==> src/design/sma_pkg.sv <==
// Shared types and constants of the slope moment accumulator.
// Field widths, configuration register indexes and the command and status
// structs that join the controller to the datapath. No dependencies.
package sma_pkg;

  // Input normal components, signed Q1.15.
  localparam int NORM_W     = 16;
  localparam int NZ_W       = 15;
  localparam int FRAC_W     = 16;

  // Configuration registers.
  localparam int SQRT_SPP_W = 5;
  localparam int CFG_IDX_W  = 1;
  localparam int CFG_DATA_W = 15;
  localparam int RST_SQRT_SPP   = 4;
  localparam int RST_MIN_NORM_Z = 64;
  localparam logic [CFG_IDX_W-1:0] CFG_SQRT_SPP     = 1'b0;
  localparam logic [CFG_IDX_W-1:0] CFG_MIN_NORMAL_Z = 1'b1;

  // Result fields.
  localparam int SLOPE_W  = 24;
  localparam int MSQ_W    = 30;
  localparam int MCROSS_W = 31;

  // Running sums.
  localparam int SUM_SLOPE_W = 32;
  localparam int SUM_W       = 40;

  // Scaled product of two slope magnitudes, Q15.16.
  localparam int PROD_W = 2 * SLOPE_W - 1 - FRAC_W;

  // Stream payloads.
  localparam int IN_TDATA_W    = 3 * NORM_W;
  localparam int OUT_FIELDS_W  = 2 * SLOPE_W + 2 * MSQ_W + MCROSS_W;
  localparam int OUT_TDATA_W   = ((OUT_FIELDS_W + 7) / 8) * 8;

  // What the shared dividers are working on.
  typedef enum logic [1:0] {
    DIV_SLOPE,
    DIV_MEAN_SLOPE,
    DIV_MEAN_SQUARE,
    DIV_MEAN_CROSS
  } div_op_t;

  // Which slope product is formed or accumulated.
  typedef enum logic [1:0] {
    PROD_SQ_X,
    PROD_SQ_Y,
    PROD_CROSS
  } prod_sel_t;

  typedef struct packed {
    logic      load_in;
    logic      div_start;
    logic      div_take;
    div_op_t   div_op;
    logic      mul_en;
    prod_sel_t mul_sel;
    logic      acc_slope;
    logic      acc_en;
    prod_sel_t acc_sel;
    logic      count_inc;
    logic      out_load;
  } ctrl_cmd_t;

  typedef struct packed {
    logic div_done;
    logic texel_done;
    logic out_free;
  } ctrl_stat_t;

endpackage

==> src/design/sma_divider.sv <==
// Iterative restoring divider, one quotient bit per cycle.
// The dividend is given left aligned and the caller sets the number of
// steps. Depends on nothing else.
module sma_divider #(
  parameter int DVD_W = 40,
  parameter int DSR_W = 15
) (
  input  logic                       clk,
  input  logic                       rst,
  input  logic                       start,
  input  logic [DVD_W-1:0]           dividend,
  input  logic [DSR_W-1:0]           divisor,
  input  logic [$clog2(DVD_W+1)-1:0] iters,
  output logic [DVD_W-1:0]           quotient,
  output logic                       busy,
  output logic                       done
);

  localparam int IT_W = $clog2(DVD_W + 1);

  logic [DSR_W-1:0] rem;
  logic [DVD_W-1:0] dq;
  logic [IT_W-1:0]  cnt;
  logic [DSR_W:0]   trial;
  logic [DSR_W:0]   diff;
  logic             fits;

  assign trial = {rem, dq[DVD_W-1]};
  assign fits  = trial >= {1'b0, divisor};
  assign diff  = trial - {1'b0, divisor};

  always_ff @(posedge clk) begin
    if (rst) begin
      busy <= 1'b0;
      done <= 1'b0;
      cnt  <= '0;
    end else begin
      done <= 1'b0;
      if (start) begin
        busy <= 1'b1;
        cnt  <= iters;
      end else if (busy) begin
        cnt <= cnt - 1'b1;
        if (cnt == IT_W'(1)) begin
          busy <= 1'b0;
          done <= 1'b1;
        end
      end
    end
  end

  always_ff @(posedge clk) begin
    if (start) begin
      rem <= '0;
      dq  <= dividend;
    end else if (busy) begin
      rem <= fits ? diff[DSR_W-1:0] : trial[DSR_W-1:0];
      dq  <= {dq[DVD_W-2:0], fits};
    end
  end

  assign quotient = dq;

  a_done_ends_run: assert property (@(posedge clk) disable iff (rst)
    done |-> !busy && $past(busy))
    else $error("divider flagged done without finishing a run");

  a_no_restart: assert property (@(posedge clk) disable iff (rst)
    start |-> !busy)
    else $error("divider started while a division was running");

endmodule

==> src/design/sma_datapath.sv <==
// Datapath: configuration registers, input capture, two dividers, the shared
// slope multiplier, saturating sums, mean results and the output register.
// Depends on sma_pkg and sma_divider.
module sma_datapath
  import sma_pkg::*;
#(
  parameter int MAX_SQRT_SPP = 16
) (
  input  logic                   clk,
  input  logic                   rst,
  input  ctrl_cmd_t              cmd,
  output ctrl_stat_t             status,
  input  logic [IN_TDATA_W-1:0]  in_data,
  input  logic                   cfg_we,
  input  logic [CFG_IDX_W-1:0]   cfg_index,
  input  logic [CFG_DATA_W-1:0]  cfg_data,
  output logic                   out_valid,
  input  logic                   out_ready,
  output logic [OUT_TDATA_W-1:0] out_data
);

  localparam int S_W     = $clog2(MAX_SQRT_SPP + 1);
  localparam int CMP_W   = (S_W > SQRT_SPP_W) ? S_W : SQRT_SPP_W;
  localparam int SPP_MAX = MAX_SQRT_SPP * MAX_SQRT_SPP;
  localparam int CNT_W   = $clog2(SPP_MAX + 1);
  localparam int DSR_W   = (CNT_W > NZ_W) ? CNT_W : NZ_W;
  localparam int IT_W    = $clog2(SUM_W + 1);
  localparam int RST_S   = (RST_SQRT_SPP > MAX_SQRT_SPP) ? MAX_SQRT_SPP : RST_SQRT_SPP;

  localparam logic [SUM_W-1:0] SLOPE_POS_LIM = SUM_W'((64'd1 << (SLOPE_W - 1)) - 64'd1);
  localparam logic [SUM_W-1:0] SLOPE_NEG_LIM = SUM_W'(64'd1 << (SLOPE_W - 1));
  localparam logic [SUM_W-1:0] SQ_LIM        = SUM_W'((64'd1 << MSQ_W) - 64'd1);
  localparam logic [SUM_W-1:0] CROSS_POS_LIM = SUM_W'((64'd1 << (MCROSS_W - 1)) - 64'd1);
  localparam logic [SUM_W-1:0] CROSS_NEG_LIM = SUM_W'(64'd1 << (MCROSS_W - 1));

  localparam logic [SUM_SLOPE_W-1:0] SSL_MAX = {1'b0, {(SUM_SLOPE_W-1){1'b1}}};
  localparam logic [SUM_SLOPE_W-1:0] SSL_MIN = {1'b1, {(SUM_SLOPE_W-1){1'b0}}};
  localparam logic [SUM_W-1:0]       SCR_MAX = {1'b0, {(SUM_W-1){1'b1}}};
  localparam logic [SUM_W-1:0]       SCR_MIN = {1'b1, {(SUM_W-1){1'b0}}};

  function automatic logic [SUM_W-1:0] cap(input logic [SUM_W-1:0] q,
                                           input logic [SUM_W-1:0] lim);
    return (q > lim) ? lim : q;
  endfunction

  // Quotient magnitude to a saturated signed slope.
  function automatic logic [SLOPE_W-1:0] to_slope(input logic [SUM_W-1:0] q,
                                                  input logic neg);
    logic [SLOPE_W-1:0] m;
    m = SLOPE_W'(cap(q, neg ? SLOPE_NEG_LIM : SLOPE_POS_LIM));
    return neg ? (~m + 1'b1) : m;
  endfunction

  function automatic logic [MCROSS_W-1:0] to_cross(input logic [SUM_W-1:0] q,
                                                   input logic neg);
    logic [MCROSS_W-1:0] m;
    m = MCROSS_W'(cap(q, neg ? CROSS_NEG_LIM : CROSS_POS_LIM));
    return neg ? (~m + 1'b1) : m;
  endfunction

  // Configuration, held in its effective form.
  logic [CNT_W-1:0] spp;
  logic [NZ_W-1:0]  zmin;
  logic [CMP_W-1:0] s_raw;
  logic [CMP_W-1:0] s_eff;
  logic [NZ_W-1:0]  z_raw;

  assign s_raw = CMP_W'(cfg_data[SQRT_SPP_W-1:0]);
  assign s_eff = (s_raw == '0) ? CMP_W'(1) :
                 (s_raw > CMP_W'(MAX_SQRT_SPP)) ? CMP_W'(MAX_SQRT_SPP) : s_raw;
  assign z_raw = cfg_data[NZ_W-1:0];

  always_ff @(posedge clk) begin
    if (rst) begin
      spp  <= CNT_W'(RST_S * RST_S);
      zmin <= NZ_W'(RST_MIN_NORM_Z);
    end else if (cfg_we) begin
      unique case (cfg_index)
        CFG_SQRT_SPP:     spp  <= CNT_W'(s_eff) * CNT_W'(s_eff);
        CFG_MIN_NORMAL_Z: zmin <= (z_raw == '0) ? NZ_W'(1) : z_raw;
        default: ;
      endcase
    end
  end

  // Input capture: component magnitudes and signs, clamped divisor.
  logic [NORM_W-1:0] nx_in, ny_in, nz_in;
  logic [NORM_W-1:0] mag_x, mag_y;
  logic              nx_neg, ny_neg;
  logic [NZ_W-1:0]   nz_eff;

  assign nx_in = in_data[NORM_W-1:0];
  assign ny_in = in_data[2*NORM_W-1:NORM_W];
  assign nz_in = in_data[3*NORM_W-1:2*NORM_W];

  always_ff @(posedge clk) begin
    if (cmd.load_in) begin
      nx_neg <= nx_in[NORM_W-1];
      ny_neg <= ny_in[NORM_W-1];
      mag_x  <= nx_in[NORM_W-1] ? (~nx_in + 1'b1) : nx_in;
      mag_y  <= ny_in[NORM_W-1] ? (~ny_in + 1'b1) : ny_in;
      nz_eff <= (nz_in[NORM_W-1] || (nz_in[NZ_W-1:0] < zmin)) ? zmin : nz_in[NZ_W-1:0];
    end
  end

  // Sums and sample count.
  logic [SUM_SLOPE_W-1:0] sum_slope_x, sum_slope_y;
  logic [SUM_W-1:0]       sum_square_x, sum_square_y, sum_cross;
  logic [CNT_W-1:0]       sample_count;

  logic [SUM_SLOPE_W-1:0] sslx_mag, ssly_mag;
  logic [SUM_W-1:0]       scr_mag;

  assign sslx_mag = sum_slope_x[SUM_SLOPE_W-1] ? (~sum_slope_x + 1'b1) : sum_slope_x;
  assign ssly_mag = sum_slope_y[SUM_SLOPE_W-1] ? (~sum_slope_y + 1'b1) : sum_slope_y;
  assign scr_mag  = sum_cross[SUM_W-1] ? (~sum_cross + 1'b1) : sum_cross;

  // Two divider lanes sharing one sequence of operations.
  logic [SUM_W-1:0] dvd_a, dvd_b, q_a, q_b;
  logic [DSR_W-1:0] divisor;
  logic [IT_W-1:0]  iters;
  logic             busy_a, busy_b, done_a, done_b;

  always_comb begin
    unique case (cmd.div_op)
      DIV_SLOPE: begin
        dvd_a = SUM_W'(mag_x) << (SUM_W - NORM_W);
        dvd_b = SUM_W'(mag_y) << (SUM_W - NORM_W);
        iters = IT_W'(NORM_W + FRAC_W);
      end
      DIV_MEAN_SLOPE: begin
        dvd_a = SUM_W'(sslx_mag) << (SUM_W - SUM_SLOPE_W);
        dvd_b = SUM_W'(ssly_mag) << (SUM_W - SUM_SLOPE_W);
        iters = IT_W'(SUM_SLOPE_W);
      end
      DIV_MEAN_SQUARE: begin
        dvd_a = sum_square_x;
        dvd_b = sum_square_y;
        iters = IT_W'(SUM_W);
      end
      DIV_MEAN_CROSS: begin
        dvd_a = scr_mag;
        dvd_b = scr_mag;
        iters = IT_W'(SUM_W);
      end
      default: begin
        dvd_a = '0;
        dvd_b = '0;
        iters = IT_W'(SUM_W);
      end
    endcase
    divisor = (cmd.div_op == DIV_SLOPE) ? DSR_W'(nz_eff) : DSR_W'(spp);
  end

  sma_divider #(.DVD_W(SUM_W), .DSR_W(DSR_W)) u_div_a (
    .clk      (clk),
    .rst      (rst),
    .start    (cmd.div_start),
    .dividend (dvd_a),
    .divisor  (divisor),
    .iters    (iters),
    .quotient (q_a),
    .busy     (busy_a),
    .done     (done_a)
  );

  sma_divider #(.DVD_W(SUM_W), .DSR_W(DSR_W)) u_div_b (
    .clk      (clk),
    .rst      (rst),
    .start    (cmd.div_start),
    .dividend (dvd_b),
    .divisor  (divisor),
    .iters    (iters),
    .quotient (q_b),
    .busy     (busy_b),
    .done     (done_b)
  );

  // Slopes and the mean results, taken from the divider quotients.
  logic [SLOPE_W-1:0]  slope_x, slope_y;
  logic [SLOPE_W-1:0]  mean_slope_x, mean_slope_y;
  logic [MSQ_W-1:0]    mean_square_x, mean_square_y;
  logic [MCROSS_W-1:0] mean_cross;

  always_ff @(posedge clk) begin
    if (cmd.div_take) begin
      unique case (cmd.div_op)
        DIV_SLOPE: begin
          // A positive normal component gives a negative slope.
          slope_x <= to_slope(q_a, !nx_neg);
          slope_y <= to_slope(q_b, !ny_neg);
        end
        DIV_MEAN_SLOPE: begin
          mean_slope_x <= to_slope(q_a, sum_slope_x[SUM_SLOPE_W-1]);
          mean_slope_y <= to_slope(q_b, sum_slope_y[SUM_SLOPE_W-1]);
        end
        DIV_MEAN_SQUARE: begin
          mean_square_x <= MSQ_W'(cap(q_a, SQ_LIM));
          mean_square_y <= MSQ_W'(cap(q_b, SQ_LIM));
        end
        DIV_MEAN_CROSS: mean_cross <= to_cross(q_a, sum_cross[SUM_W-1]);
        default: ;
      endcase
    end
  end

  // Shared multiplier on slope magnitudes; the product is scaled back to
  // Q.16 on its magnitude, so it truncates toward zero.
  logic [SLOPE_W-1:0]   abs_x, abs_y, mul_a, mul_b;
  logic [2*SLOPE_W-1:0] mul_full;
  logic                 mul_neg;
  logic [PROD_W-1:0]    prod;
  logic                 prod_neg;

  assign abs_x = slope_x[SLOPE_W-1] ? (~slope_x + 1'b1) : slope_x;
  assign abs_y = slope_y[SLOPE_W-1] ? (~slope_y + 1'b1) : slope_y;

  always_comb begin
    unique case (cmd.mul_sel)
      PROD_SQ_X: begin
        mul_a   = abs_x;
        mul_b   = abs_x;
        mul_neg = 1'b0;
      end
      PROD_SQ_Y: begin
        mul_a   = abs_y;
        mul_b   = abs_y;
        mul_neg = 1'b0;
      end
      PROD_CROSS: begin
        mul_a   = abs_x;
        mul_b   = abs_y;
        mul_neg = slope_x[SLOPE_W-1] ^ slope_y[SLOPE_W-1];
      end
      default: begin
        mul_a   = '0;
        mul_b   = '0;
        mul_neg = 1'b0;
      end
    endcase
  end

  assign mul_full = mul_a * mul_b;

  always_ff @(posedge clk) begin
    if (cmd.mul_en) begin
      prod     <= mul_full[2*SLOPE_W-2:FRAC_W];
      prod_neg <= mul_neg;
    end
  end

  // Saturating additions.
  logic [SUM_SLOPE_W:0] slx_add, sly_add;
  logic [SUM_W:0]       sqx_add, sqy_add, scr_add;
  logic [PROD_W:0]      prod_s;

  assign slx_add = {sum_slope_x[SUM_SLOPE_W-1], sum_slope_x}
                 + {{(SUM_SLOPE_W + 1 - SLOPE_W){slope_x[SLOPE_W-1]}}, slope_x};
  assign sly_add = {sum_slope_y[SUM_SLOPE_W-1], sum_slope_y}
                 + {{(SUM_SLOPE_W + 1 - SLOPE_W){slope_y[SLOPE_W-1]}}, slope_y};
  assign sqx_add = {1'b0, sum_square_x} + (SUM_W + 1)'(prod);
  assign sqy_add = {1'b0, sum_square_y} + (SUM_W + 1)'(prod);
  assign prod_s  = prod_neg ? (~{1'b0, prod} + 1'b1) : {1'b0, prod};
  assign scr_add = {sum_cross[SUM_W-1], sum_cross}
                 + {{(SUM_W - PROD_W){prod_s[PROD_W]}}, prod_s};

  always_ff @(posedge clk) begin
    if (rst || cmd.out_load) begin
      sum_slope_x  <= '0;
      sum_slope_y  <= '0;
      sum_square_x <= '0;
      sum_square_y <= '0;
      sum_cross    <= '0;
      sample_count <= '0;
    end else begin
      if (cmd.acc_slope) begin
        if (slx_add[SUM_SLOPE_W] != slx_add[SUM_SLOPE_W-1]) begin
          sum_slope_x <= slx_add[SUM_SLOPE_W] ? SSL_MIN : SSL_MAX;
        end else begin
          sum_slope_x <= slx_add[SUM_SLOPE_W-1:0];
        end
        if (sly_add[SUM_SLOPE_W] != sly_add[SUM_SLOPE_W-1]) begin
          sum_slope_y <= sly_add[SUM_SLOPE_W] ? SSL_MIN : SSL_MAX;
        end else begin
          sum_slope_y <= sly_add[SUM_SLOPE_W-1:0];
        end
      end
      if (cmd.acc_en) begin
        unique case (cmd.acc_sel)
          PROD_SQ_X: sum_square_x <= sqx_add[SUM_W] ? '1 : sqx_add[SUM_W-1:0];
          PROD_SQ_Y: sum_square_y <= sqy_add[SUM_W] ? '1 : sqy_add[SUM_W-1:0];
          PROD_CROSS: begin
            if (scr_add[SUM_W] != scr_add[SUM_W-1]) begin
              sum_cross <= scr_add[SUM_W] ? SCR_MIN : SCR_MAX;
            end else begin
              sum_cross <= scr_add[SUM_W-1:0];
            end
          end
          default: ;
        endcase
      end
      if (cmd.count_inc) begin
        sample_count <= sample_count + 1'b1;
      end
    end
  end

  // Output register.
  always_ff @(posedge clk) begin
    if (rst) begin
      out_valid <= 1'b0;
    end else if (cmd.out_load) begin
      out_valid <= 1'b1;
    end else if (out_ready) begin
      out_valid <= 1'b0;
    end
  end

  always_ff @(posedge clk) begin
    if (cmd.out_load) begin
      out_data <= {(OUT_TDATA_W - OUT_FIELDS_W)'(0), mean_cross, mean_square_y,
                   mean_square_x, mean_slope_y, mean_slope_x};
    end
  end

  assign status.div_done   = done_a;
  assign status.texel_done = sample_count >= spp;
  assign status.out_free   = !out_valid || out_ready;

  a_lanes_in_step: assert property (@(posedge clk) disable iff (rst)
    (busy_a == busy_b) && (done_a == done_b))
    else $error("divider lanes out of step");

  a_count_bounded: assert property (@(posedge clk) disable iff (rst)
    sample_count <= CNT_W'(SPP_MAX))
    else $error("sample count beyond the largest texel");

  a_texel_closes: assert property (@(posedge clk) disable iff (rst)
    cmd.out_load |=> out_valid && (sample_count == '0) && (sum_cross == '0)
                     && (sum_slope_x == '0))
    else $error("texel result loaded without clearing the sums");

endmodule

==> src/design/sma_ctrl.sv <==
// Controller state machine: sequences input capture, the slope divisions,
// the three slope products and, at the end of a texel, the mean divisions.
// Depends on sma_pkg.
module sma_ctrl
  import sma_pkg::*;
(
  input  logic       clk,
  input  logic       rst,
  input  logic       s_valid,
  output logic       s_ready,
  input  ctrl_stat_t status,
  output ctrl_cmd_t  cmd
);

  typedef enum logic [3:0] {
    IDLE,
    DIV_GO,
    DIV_WAIT,
    MUL_X,
    MUL_Y,
    MUL_C,
    ACC_C,
    CHECK,
    OUT
  } state_t;

  state_t  state, state_next;
  div_op_t op, op_next;

  always_comb begin
    state_next    = state;
    op_next       = op;
    cmd           = '0;
    cmd.div_op    = op;
    cmd.mul_sel   = PROD_SQ_X;
    cmd.acc_sel   = PROD_SQ_X;
    unique case (state)
      IDLE: begin
        if (s_valid && s_ready) begin
          cmd.load_in = 1'b1;
          op_next     = DIV_SLOPE;
          state_next  = DIV_GO;
        end
      end
      DIV_GO: begin
        cmd.div_start = 1'b1;
        state_next    = DIV_WAIT;
      end
      DIV_WAIT: begin
        if (status.div_done) begin
          cmd.div_take = 1'b1;
          unique case (op)
            DIV_SLOPE:       state_next = MUL_X;
            DIV_MEAN_SLOPE: begin
              op_next    = DIV_MEAN_SQUARE;
              state_next = DIV_GO;
            end
            DIV_MEAN_SQUARE: begin
              op_next    = DIV_MEAN_CROSS;
              state_next = DIV_GO;
            end
            DIV_MEAN_CROSS:  state_next = OUT;
            default:         state_next = IDLE;
          endcase
        end
      end
      MUL_X: begin
        cmd.mul_en    = 1'b1;
        cmd.mul_sel   = PROD_SQ_X;
        cmd.acc_slope = 1'b1;
        state_next    = MUL_Y;
      end
      MUL_Y: begin
        cmd.mul_en  = 1'b1;
        cmd.mul_sel = PROD_SQ_Y;
        cmd.acc_en  = 1'b1;
        cmd.acc_sel = PROD_SQ_X;
        state_next  = MUL_C;
      end
      MUL_C: begin
        cmd.mul_en  = 1'b1;
        cmd.mul_sel = PROD_CROSS;
        cmd.acc_en  = 1'b1;
        cmd.acc_sel = PROD_SQ_Y;
        state_next  = ACC_C;
      end
      ACC_C: begin
        cmd.acc_en    = 1'b1;
        cmd.acc_sel   = PROD_CROSS;
        cmd.count_inc = 1'b1;
        state_next    = CHECK;
      end
      CHECK: begin
        if (status.texel_done) begin
          op_next    = DIV_MEAN_SLOPE;
          state_next = DIV_GO;
        end else begin
          state_next = IDLE;
        end
      end
      OUT: begin
        if (status.out_free) begin
          cmd.out_load = 1'b1;
          state_next   = IDLE;
        end
      end
      default: state_next = IDLE;
    endcase
  end

  always_ff @(posedge clk) begin
    if (rst) begin
      state   <= IDLE;
      op      <= DIV_SLOPE;
      s_ready <= 1'b1;
    end else begin
      state   <= state_next;
      op      <= op_next;
      s_ready <= (state_next == IDLE);
    end
  end

  a_load_when_free: assert property (@(posedge clk) disable iff (rst)
    cmd.out_load |-> status.out_free)
    else $error("result loaded over an untaken beat");

  a_one_item: assert property (@(posedge clk) disable iff (rst)
    cmd.load_in |=> !s_ready && (state == DIV_GO))
    else $error("input still open after a beat was accepted");

endmodule

==> src/design/slope_moment_accumulator_top.sv <==
// Slope moment accumulator: per-sample slopes from surface normals, running
// moment sums and one mean result beat per texel.
// Depends on sma_pkg, sma_ctrl, sma_datapath and sma_divider.
//
// Samples: a new sample is taken only once the last one has been fully
// processed; the two slope divisions run side by side in a pair of
// one-bit-per-cycle dividers, then one shared multiplier forms the three products.
// Texel close: the sample that closes a texel adds three mean division
// rounds before its result beat appears. Input stays open while an earlier
// result waits at the output.
// Reset: synchronous, active high; sums, count and both configuration
// registers return to their reset values at once, with no clearing pass.
module slope_moment_accumulator_top
  import sma_pkg::*;
#(
  parameter int MAX_SQRT_SPP = 16
) (
  input  logic                   clk,
  input  logic                   rst,
  // Sample input.
  input  logic                   s_axis_tvalid,
  output logic                   s_axis_tready,
  // From bit 0: normal_x[15:0], normal_y[15:0], normal_z[15:0].
  input  logic [IN_TDATA_W-1:0]  s_axis_tdata,
  // Texel result output.
  output logic                   m_axis_tvalid,
  input  logic                   m_axis_tready,
  // From bit 0: mean_slope_x[23:0], mean_slope_y[23:0], mean_square_x[29:0],
  // mean_square_y[29:0], mean_cross[30:0], then zero padding to 144 bits.
  output logic [OUT_TDATA_W-1:0] m_axis_tdata,
  // Configuration writes: index 0 is sqrt_spp, index 1 is min_normal_z.
  input  logic                   cfg_we,
  input  logic [CFG_IDX_W-1:0]   cfg_index,
  input  logic [CFG_DATA_W-1:0]  cfg_data
);

  ctrl_cmd_t  cmd;
  ctrl_stat_t status;

  // The controller takes one sample at a time and walks it through the
  // division, product and accumulation steps; at the end of a texel it runs
  // the mean divisions and hands the result to the output register.
  sma_ctrl u_ctrl (
    .clk     (clk),
    .rst     (rst),
    .s_valid (s_axis_tvalid),
    .s_ready (s_axis_tready),
    .status  (status),
    .cmd     (cmd)
  );

  // The datapath holds the configuration, sums, dividers, multiplier and
  // the output register, which lets a result wait while input goes on.
  sma_datapath #(.MAX_SQRT_SPP(MAX_SQRT_SPP)) u_datapath (
    .clk       (clk),
    .rst       (rst),
    .cmd       (cmd),
    .status    (status),
    .in_data   (s_axis_tdata),
    .cfg_we    (cfg_we),
    .cfg_index (cfg_index),
    .cfg_data  (cfg_data),
    .out_valid (m_axis_tvalid),
    .out_ready (m_axis_tready),
    .out_data  (m_axis_tdata)
  );

endmodule

==> config.mk <==
export PLATFORM = sky130hd
export DESIGN_NAME = slope_moment_accumulator_top
export DESIGN_NICKNAME = d
export VERILOG_FILES = /design/src/design/sma_pkg.sv /design/src/design/sma_divider.sv /design/src/design/sma_datapath.sv /design/src/design/sma_ctrl.sv /design/src/design/slope_moment_accumulator_top.sv
export SDC_FILE = /design/constraint.sdc
export NUM_CORES = 2
export LEC_CHECK = 0
export ABC_AREA = 1
export BUFFER_PORTS_ARGS = -buffer_cell sky130_fd_sc_hd__buf_4
export CORE_MARGIN = 10
export CORE_UTILIZATION = 30
export DETAILED_ROUTE_END_ITERATION = 6
export HOLD_SLACK_MARGIN = 0.02
export PLACE_DENSITY = 0.43
export SLEW_MARGIN = 15
export SYNTH_ARGS = -nofsm -noshare
export SYNTH_HDL_FRONTEND = slang
export SYNTH_SLANG_ARGS = --single-unit
export TNS_END_PERCENT = 1
==> constraint.sdc <==
create_clock -name clk -period 14.7 [get_ports clk]
set_clock_uncertainty 0.05 [all_clocks]
set_input_delay 2.94 -clock clk [delete_from_list [all_inputs] [get_ports clk]]
set_output_delay 2.94 -clock clk [all_outputs]
set_load 0.1 [all_outputs]
==> flow_summary.yaml <==
outcome:
  status: "complete, no violations"
grt:
  grt_start_max_net_pins: 99
  antenna_found_initial: 23
  grt_usage: 0.226
  grt_pass1_wl_um: 446000
  grt_pass1_vias: 65200
  gr-total-overflow: 0
final_layout:
  fin_cells: 13100
  seq_area_um2: 20000
  multi_input_area_um2: 45900
  nFillCells: 25900
  layout-drive-gt1-share: 0.0632
  area_growth_pct: 11.5
  fin_nets: 10900
synth:
  synthTopCellsByCount: "nand2_1 (2367), inv_1 (1497), nor2_1 (926), o21ai_0 (655), a21oi_1 (633)"
  synth_edf_count: 487
  netlist_top_cells_area: "edfxtp_1 (20%), fa_1 (13%), nand2_1 (12%)"
  synth_seq_cells: 756
  yosys_warnings: 0
  async_flop_share: 0
  synth_area_um2: 72800
  seq_area_frac_synth: 0.275
  avgSynthCellArea_um2: 7.52
  synth_top_area_cell: "edfxtp_1"
  yosysTopAreaCellShare: 0.201
  syn_inst: 9681
  synth_most_common_cell: "nand2_1"
  synth_ff_type: "edfxtp_1"
  yosysUniqueCellTypes: 72
placement:
  gp_congestion: 1.02
  portBuffers: 209
  placed_cells: 12900
  dp_hpwl_um: 248000
clock_network:
  numCtsBuffers: 96
  clk_pin_slew_ns: 0.06
  cts_resized: 0
  htreeDepth: 3
  clock_latency_ns: 0.80
  clock_sinks: 756
  cts_tree: "built"
  cts_setup_buffers: 0
  cts_hold_buf: 0
  cts_buffer_depth: 3
  cts_root_buf: "clkbuf_16"
power:
  p_per_area_nw_per_um2: 171
  peakVddDrop_mv: 0.301
  cellLeakagePower_nw: 37.3
worst_setup_path:
  cp_num_buf_inv: 10
  endpoint_kind: "register"
  path_max_fanout: 47
  crit_type: "register to register"
  slowest_delay_ns: 1.01
  slowest_stage: "ha_1"
  rr_worst_depth: 32
  cp.arrival_ns: 11.15
  rrSetupSlack_ns: 4.04
  reg2reg_to: "u_datapath.prod[27]"
  r2r-start: "u_ctrl.state[1]"
  cpMostUsedCell: "inv_1"
  path_delay_family: "adder cells"
  critPathLaunchType: "register"
  required_ns: 15.19
hold_path:
  min_to: "u_datapath.out_data[76]"
  min_path_type: "register to register"
  hold_depth: 0
  hp-start: "u_datapath.mean_square_x[28]"
sta:
  setup_viol: 0
  finalCritPeriodShare: 0.725
  slew_violations: 0
  finalHoldViolCount: 0
  max_slew_margin: 0.110
  fin_crit_ns: 10.66
  worstMarginPinSlew_ns: 1.32
  tns_ns: 0
  rsz0062_at_grt: "no"
  hold_ws_ns: 0.356
  fmax_mhz: 93.8
route:
  ant_nets: 0
  routed_wl_um: 306000
  drt_iter0_markers: 6011
  num_vias: 66500
  viasPerCell: 5.09
  drc: 0
  post_drt_wl_per_cell_um: 23.4
  dr.pass1.iters: 6
floorplanning:
  start_util: 0.302
  die_w_um: 513
  dieArea_um2: 263000
  fp-row-count: 180
  core_area_um2: 241000
  pin_count: 215
  die_height_um: 513
run:
  cap_violations: 0
stage by stage:
step / util / worst slack (ns) / total power [W] / instance area [um2]
global placement: 0.323 / 4.30 / 0.0113 / 77800
detailed placement: 0.323 / 4.27 / 0.0112 / 77800
floorplan: - / 4.50 / 0.00847 / 72800
global route: 0.337 / 3.63 / 0.0150 / 81100
finish: 0.337 / 4.04 / 0.0138 / 81100
CTS: 0.337 / 4.25 / 0.0139 / 81100
power breakdown:
group / total [W] / switching [W] / internal (W)
clock network: 0.00254 / 0.00109 / 0.00146
logic: 0.00825 / 0.00550 / 0.00274
registers: 0.00306 / 0.000340 / 0.00272
placed cells by master (no fill, tap or decap), drive strengths merged, types with 10 or more instances in the layout:
cell,netlist,final
nand2,2413,2413
inv,1518,1527
nor2,960,960
o21ai,687,687
a21oi,640,640
ha,543,543
fa,490,490
edfxtp,487,487
nand3,397,397
buf,102,284
dfxtp,269,269
xor2,228,228
nor3,121,121
clkbuf,172,115
xnor2,106,106
nand4,92,92
a31oi,67,67
o211ai,56,56
clkinv,11,43
nor4,40,40
a21o,39,39
o21bai,36,36
o21a,34,34
nand3b,23,23
o22ai,20,20
o31ai,17,17
a211oi,17,17
a21boi,15,15
or2,12,12
a22o,12,12
bufinv,0,12
a221oi,11,11
clkinvlp,0,11
o2111ai,10,10
cells by family after synthesis:
family | synth area share
fa+ha+maj | 0.228
mux | 0.000309
other cells | 0.0000515
compound gates | 0.129
xor+xnor | 0.0403
simple gates | 0.231
flops | 0.275
buf+inv | 0.0962
sequential cells by signal, summed over array words and instances (netlist names), 32 cells and up:
signal	cells
u_datapath.u_div_a.quotient	40
u_datapath.sum_slope_x	32
u_datapath.sum_cross	40
u_datapath.sum_square_x	40
u_datapath.sum_slope_y	32
u_datapath.u_div_b.quotient	40
u_datapath.out_data	139
u_datapath.sum_square_y	40
layer usage:
layer | share of wire | global-route usage
met5 | 0.00043 | 0
met4 | 0.050 | 0.0955
met3 | 0.079 | 0.0507
met2 | 0.42 | 0.338
met1 | 0.45 | 0.312
worst reg2reg max path, delay by kind of cell, from the launching register on:
kind	cells	cell delay (ns)
AOI/OAI and AO/OA	5	0.95
and+or+nand+nor	8	1.92
adders and majority gates	9	5.16
buffers and inverters	10	2.03
DFF	1	0.33
worst max path at each step:
stage                         start                  endpoint  slack (ns)  cells past startpoint
floorplan             m_axis_tready  u_datapath.sum_cross[39]        4.50                      9
finish              u_ctrl.state[1]       u_datapath.prod[27]        4.04                     32
detailed placement  u_ctrl.state[1]       u_datapath.prod[27]        4.27                     32
global placement    u_ctrl.state[1]       u_datapath.prod[27]        4.30                     32
global route        u_ctrl.state[1]       u_datapath.prod[26]        3.63                     31
CTS                 u_ctrl.state[1]       u_datapath.prod[27]        4.25                     32
cell type report:
class                      count  share of cell area
clock buffer                 115              0.0311
tap                         3185              0.0491
clock inverter                64              0.0101
inverter                    1529              0.0708
multi-input combinational   7129               0.566
sequential                   756               0.247
antenna                        8            0.000247
timing repair buffer         284              0.0263
(Power assumes the default switching activity.)
